--- src/rtl/indexed_list_engine_top_assert.svh ---
// Assertion macros used by the indexed list engine top.
`ifndef INDEXED_LIST_ENGINE_TOP_ASSERT_SVH
`define INDEXED_LIST_ENGINE_TOP_ASSERT_SVH
`ifndef NO_ASSERTIONS
// Same-cycle implication, checked out of reset.
`define ILE_ASSERT_NOW(label, ante, cons) \
  label: assert property (@(posedge clk) disable iff (!rst_n) (ante) |-> (cons)) \
    else $error("indexed list engine: same-cycle check failed");
// Next-cycle implication, checked out of reset.
`define ILE_ASSERT_NEXT(label, ante, cons) \
  label: assert property (@(posedge clk) disable iff (!rst_n) (ante) |=> (cons)) \
    else $error("indexed list engine: next-cycle check failed");
`else
`define ILE_ASSERT_NOW(label, ante, cons)
`define ILE_ASSERT_NEXT(label, ante, cons)
`endif
`endif

--- src/rtl/ile_pkg.sv ---
// Package with sizes, operation codes and the cell command type.
`default_nettype none
package ile_pkg;
  localparam int DEPTH   = 64;
  localparam int IDXW    = (DEPTH > 1) ? $clog2(DEPTH) : 1;
  localparam int CNTW    = $clog2(DEPTH + 1);
  localparam int INDEX_W = 7;
  localparam int COUNT_W = 7;
  localparam int OP_W    = 4;
  localparam int DATA_W  = 32;
  localparam int CMPW    = (CNTW > INDEX_W) ? CNTW : INDEX_W;
  localparam int GRP     = 8;
  localparam int NGRP    = (DEPTH + GRP - 1) / GRP;

  localparam logic [OP_W-1:0] OP_ADD_LAST   = 4'd0;
  localparam logic [OP_W-1:0] OP_ADD_FIRST  = 4'd1;
  localparam logic [OP_W-1:0] OP_ADD_AT     = 4'd2;
  localparam logic [OP_W-1:0] OP_TAKE_LAST  = 4'd3;
  localparam logic [OP_W-1:0] OP_TAKE_FIRST = 4'd4;
  localparam logic [OP_W-1:0] OP_TAKE_AT    = 4'd5;
  localparam logic [OP_W-1:0] OP_PEEK_LAST  = 4'd6;
  localparam logic [OP_W-1:0] OP_PEEK_FIRST = 4'd7;
  localparam logic [OP_W-1:0] OP_PEEK_AT    = 4'd8;

  // Command broadcast to every cell of the chain.
  typedef struct packed {
    logic                     ins;
    logic                     rem;
    logic                     rd;
    logic [IDXW-1:0]          pos;
    logic signed [DATA_W-1:0] value;
  } cell_cmd_t;
endpackage
`default_nettype wire

--- src/rtl/ile_cell.sv ---
// One list entry cell: holds a value and shifts with its neighbors.
`default_nettype none
module ile_cell
  import ile_pkg::*;
(
  input  wire                       clk,
  input  wire cell_cmd_t            cmd_i,
  input  wire [IDXW-1:0]            pos_id_i,
  input  wire signed [DATA_W-1:0]   left_i,
  input  wire signed [DATA_W-1:0]   right_i,
  output logic signed [DATA_W-1:0]  q_o,
  output logic signed [DATA_W-1:0]  sel_o
);
  logic signed [DATA_W-1:0] val_r;
  logic signed [DATA_W-1:0] val_nxt;

  // Insert moves later entries up; remove pulls them down over the gap.
  always_comb begin
    val_nxt = val_r;
    if (cmd_i.ins) begin
      if (pos_id_i > cmd_i.pos) begin
        val_nxt = left_i;
      end else if (pos_id_i == cmd_i.pos) begin
        val_nxt = cmd_i.value;
      end
    end else if (cmd_i.rem) begin
      if (pos_id_i >= cmd_i.pos) begin
        val_nxt = right_i;
      end
    end
  end

  always_ff @(posedge clk) begin
    val_r <= val_nxt;
  end

  assign q_o   = val_r;
  // Only the addressed cell drives its value into the read tree.
  assign sel_o = (cmd_i.rd && (pos_id_i == cmd_i.pos)) ? val_r : '0;
endmodule
`default_nettype wire

--- config.mk ---
export PLATFORM = sky130hd
export DESIGN_NAME = ile_cell
export DESIGN_NICKNAME = d
export VERILOG_FILES = /design/src/rtl/indexed_list_engine_top_assert.svh /design/src/rtl/ile_pkg.sv /design/src/rtl/ile_cell.sv
export SDC_FILE = /design/constraint.sdc
export NUM_CORES = 1
export LEC_CHECK = 0
export ABC_AREA = 1
export BUFFER_PORTS_ARGS = -buffer_cell sky130_fd_sc_hd__buf_4
export CAP_MARGIN = 20
export CORE_MARGIN = 3
export CORE_UTILIZATION = 43
export CTS_BUF_LIST = sky130_fd_sc_hd__clkbuf_2
export DETAILED_ROUTE_END_ITERATION = 10
export PLACE_DENSITY_LB_ADDON = 0.12
export SYNTH_ARGS = -nofsm -noshare
export SYNTH_HDL_FRONTEND = slang
export SYNTH_SLANG_ARGS = --single-unit
--- constraint.sdc ---
create_clock -name clk -period 2.3 [get_ports clk]
set_input_delay 0.115 -clock clk [delete_from_list [all_inputs] [get_ports clk]]
set_output_delay 0.115 -clock clk [all_outputs]
set_load 0.05 [all_outputs]
==> run_summary.xml <==
<?xml version="1.0" encoding="UTF-8"?>
<metrics>
  <group name="status">
    <metric name="status" unit="">completed</metric>
  </group>
  <group name="die">
    <metric name="initial_core_util" unit="%">46.3</metric>
    <metric name="dieHeight" unit="um">81.8</metric>
    <metric name="core-area" unit="mm2">0.00534</metric>
    <metric name="ioPinCount" unit="">176</metric>
    <metric name="die_width" unit="um">81.8</metric>
    <metric name="num_rows" unit="">26</metric>
    <metric name="die_area" unit="mm2">0.00669</metric>
  </group>
  <group name="grt">
    <metric name="overflow" unit="">0</metric>
    <metric name="grt_util_all_layers" unit="%">23.5</metric>
    <metric name="first_global_vias" unit="">2688</metric>
    <metric name="antenna_found_initial" unit="">0</metric>
    <metric name="grt_start_max_net_pins" unit="">35</metric>
    <metric name="global_route_wire_length_before_repair" unit="um">12000</metric>
  </group>
  <group name="detailed_routing">
    <metric name="drt_first_pass_iters" unit="">4</metric>
    <metric name="route.detailed.drc" unit="">0</metric>
    <metric name="postRouteWirelength" unit="um">8210</metric>
    <metric name="vias" unit="">2914</metric>
    <metric name="detail_route.iter0.violations" unit="">121</metric>
    <metric name="detail-route-antenna-nets" unit="">0</metric>
    <metric name="routed_wire_length_per_instance" unit="um">13.0</metric>
    <metric name="vias_per_cell" unit="">4.60</metric>
  </group>
  <group name="worst_setup_path">
    <metric name="critical_path.most_common_cell" unit="">buf_4</metric>
    <metric name="cp_top_family" unit="">simple AND/OR/NAND/NOR gates</metric>
    <metric name="worstSetupStartpointType" unit="">primary input</metric>
    <metric name="path_max_fanout" unit="">32</metric>
    <metric name="worstPathArrival" unit="ns">1.95</metric>
    <metric name="worstSetupEndpoint" unit="">sel_o[27]</metric>
    <metric name="crit_slowest_cell" unit="">nand2_2</metric>
    <metric name="crit_path_cell_trace" unit="">buf_4, ha_1, nand2_1, nor2_4, nand3_4, inv_2, nand2_2, nor2_1, buf_4</metric>
    <metric name="worst-path-buf-inv" unit="">3</metric>
    <metric name="critical_path_required" unit="ns">2.18</metric>
    <metric name="critical_path.max_stage_delay" unit="ns">0.35</metric>
    <metric name="worstSetupPathType" unit="">primary input to output pin</metric>
    <metric name="critical_path_depth" unit="">9</metric>
    <metric name="end_kind" unit="">output pin</metric>
    <metric name="worst_setup_path_startpoint" unit="">pos_id_i[5]</metric>
  </group>
  <group name="sta">
    <metric name="timing_hold_violations_final" unit="">0</metric>
    <metric name="fin_ws" unit="ns">0.238</metric>
    <metric name="fin_crit" unit="ns">2.06</metric>
    <metric name="fmaxAchievable" unit="MHz">485</metric>
    <metric name="timing.slew.headroom" unit="%">30.2</metric>
    <metric name="worstMarginPinSlew" unit="ns">1.05</metric>
    <metric name="setup_tns" unit="ns">0</metric>
    <metric name="setup_repair_after_global_routing_missed_its_margin" unit="">no</metric>
    <metric name="post-route-period-util" unit="%">89.6</metric>
    <metric name="final_max_slew_viol_count" unit="">0</metric>
    <metric name="setup_viol" unit="">0</metric>
  </group>
  <group name="synthesis">
    <metric name="number_of_synthesized_register_bits" unit="">32</metric>
    <metric name="avgSynthCellArea" unit="um2">6.62</metric>
    <metric name="synth_area" unit="mm2">0.00247</metric>
    <metric name="synth_compound_area_share" unit="%">0.456</metric>
    <metric name="simple_gate_area_share_of_the_yosys_netlist" unit="%">36.3</metric>
    <metric name="synthesis.yosys.warnings" unit="">0</metric>
    <metric name="seq_area_frac_synth" unit="%">38.9</metric>
    <metric name="post_synth_inst_count" unit="">373</metric>
    <metric name="synthMuxAreaShare" unit="%">0</metric>
    <metric name="xor_and_xnor_fraction_of_the_mapped_netlist_area" unit="%">0</metric>
    <metric name="largest_family_of_logic_cells_by_synthesized_area" unit="">simple AND/OR/NAND/NOR gates</metric>
    <metric name="post_synth_fa_ha_maj_area_fraction" unit="%">3.04</metric>
    <metric name="netlist-cell-type-count" unit="">17</metric>
    <metric name="synth.net_count" unit="">491</metric>
  </group>
  <group name="pwr">
    <metric name="power_density" unit="mW/mm2">516</metric>
    <metric name="power.ir.vdd_worst" unit="mV">0.294</metric>
    <metric name="p_leak" unit="nW">2.46</metric>
    <metric name="finalPower" unit="W">0.00209</metric>
  </group>
  <group name="hold_path">
    <metric name="hold_path.class" unit="">primary input to flop</metric>
    <metric name="launch_instance_of_the_worst_min_delay_path" unit="">right_i[1]</metric>
    <metric name="hold_path_depth" unit="">3</metric>
  </group>
  <group name="final_layout">
    <metric name="diodes" unit="">0</metric>
    <metric name="largest_reg_flops" unit="">32</metric>
    <metric name="mostFrequentLayoutCell" unit="">buf_4</metric>
    <metric name="layout.area.seq" unit="um2">961</metric>
    <metric name="final_cell_mix" unit="">180 x buf_4, 108 x inv_1, 103 x nand2_1, 64 x nand3_1</metric>
    <metric name="fin_util" unit="%">75.9</metric>
    <metric name="drive_gt1_share" unit="%">34.4</metric>
    <metric name="area_growth_syn_to_layout" unit="%">64.0</metric>
    <metric name="multi_input_comb_area" unit="um2">983</metric>
    <metric name="nets" unit="">681</metric>
    <metric name="filler_cell_count" unit="">414</metric>
  </group>
  <group name="placed_design">
    <metric name="dpl.hpwl" unit="um">6020</metric>
    <metric name="port_buffers" unit="">175</metric>
    <metric name="pre_cts_ws" unit="ns">0.287</metric>
    <metric name="gp_congestion" unit="">0.758</metric>
  </group>
  <group name="job">
    <metric name="maxCapViolations" unit="">0</metric>
  </group>
  <group name="cts">
    <metric name="clock_tree.buffer_depth" unit="">2</metric>
    <metric name="clock_sinks" unit="">32</metric>
    <metric name="tritoncts" unit="">yes</metric>
    <metric name="tritoncts.num_buffers" unit="">5</metric>
    <metric name="path_clk_slew" unit="ns">0.15</metric>
    <metric name="cts_resized" unit="">0</metric>
    <metric name="cts_max_level" unit="">2</metric>
    <metric name="cts_root_buf" unit="">clkbuf_2</metric>
  </group>
</metrics>
## power by group
group	switching [W]	internal [W]	total [W]	leakage, nW
registers	0.0000531	0.000766	0.000819	0.301
clock network	0.000197	0.0000680	0.000265	0.0302
logic	0.000641	0.000367	0.00101	2.13
total	0.000891	0.00120	0.00209	2.46
## worst min-delay path: cells and delay by family
kind | cells | cell delay (ns)
buffers and inverters | 1 | 0.08
and+or+nand+nor | 2 | 0.09
## cell type report
| cell class | count | share of cell area, % |
|---|---|---|
| multi-input cells | 213 | 24.3 |
| repair buffers | 202 | 38.8 |
| clock buffers | 5 | 0.618 |
| inverters | 109 | 10.1 |
| well taps | 70 | 2.16 |
| clock inverters | 3 | 0.340 |
| flip-flops and latches | 32 | 23.7 |
## logic make-up (layout without fill, tap and decap cells)
| kind of cell | after synthesis | in the layout |
|---|---|---|
| compound gates | 2 | 2 |
| buf+inv | 128 | 319 |
| fa+ha+maj | 6 | 6 |
| simple gates | 205 | 205 |
| flops | 32 | 32 |
## how the worst min path moves through the flow
stage                     slack [ns]  endpoint
after CTS                     0.0006   q_o[21]
after detailed placement        0.39    q_o[2]
after floorplan                 0.30    q_o[0]
after global routing          0.0002    q_o[0]
final                           0.01    q_o[1]
after global placement          0.39   q_o[23]
## what timing repair did
item / CTS / global route
hold endpoints to repair: 17 / 5
hold buffers: 17 / 5
setup buffers: 0 / 0
## metal layers
metal  part of all wire, %  global-route usage [%]  vias to the layer above  routed length, um
li1                      -                       -                     1481                  -
met3                    10                    6.25                       13                821
met2                    52                    43.4                      146               4270
met5                     0                       0                        -                  0
met4                   1.7                    7.14                        0                140
met1                    36                    26.0                     1274               2980
## per-stage QoR
step	area [um2]	hold WS (ns)	instances
5_1_grt	4050	0.000171	634
2_1_floorplan	2470	0.301	373
4_1_cts	4000	0.000572	629
6_report	4050	0.0108	634
3_3_place_gp	3790	0.385	604
3_5_place_dp	3790	0.388	604
## synthesized netlist by cell type
master,instances,share of area [%]
a21oi_1,1,0.20
buf_2,9,1.8
buf_4,3,0.91
buf_6,3,1.4
clkbuf_1,4,0.61
edfxtp_1,32,39
ha_1,6,3.0
inv_1,108,16
inv_2,1,0.15
nand2_1,103,16
nand2_2,2,0.51
nand2_4,1,0.46
nand3_1,64,13
nand3_4,2,1.4
nor2_1,32,4.9
nor2_4,1,0.46
o22ai_1,1,0.25
(Power assumes the default switching activity.)
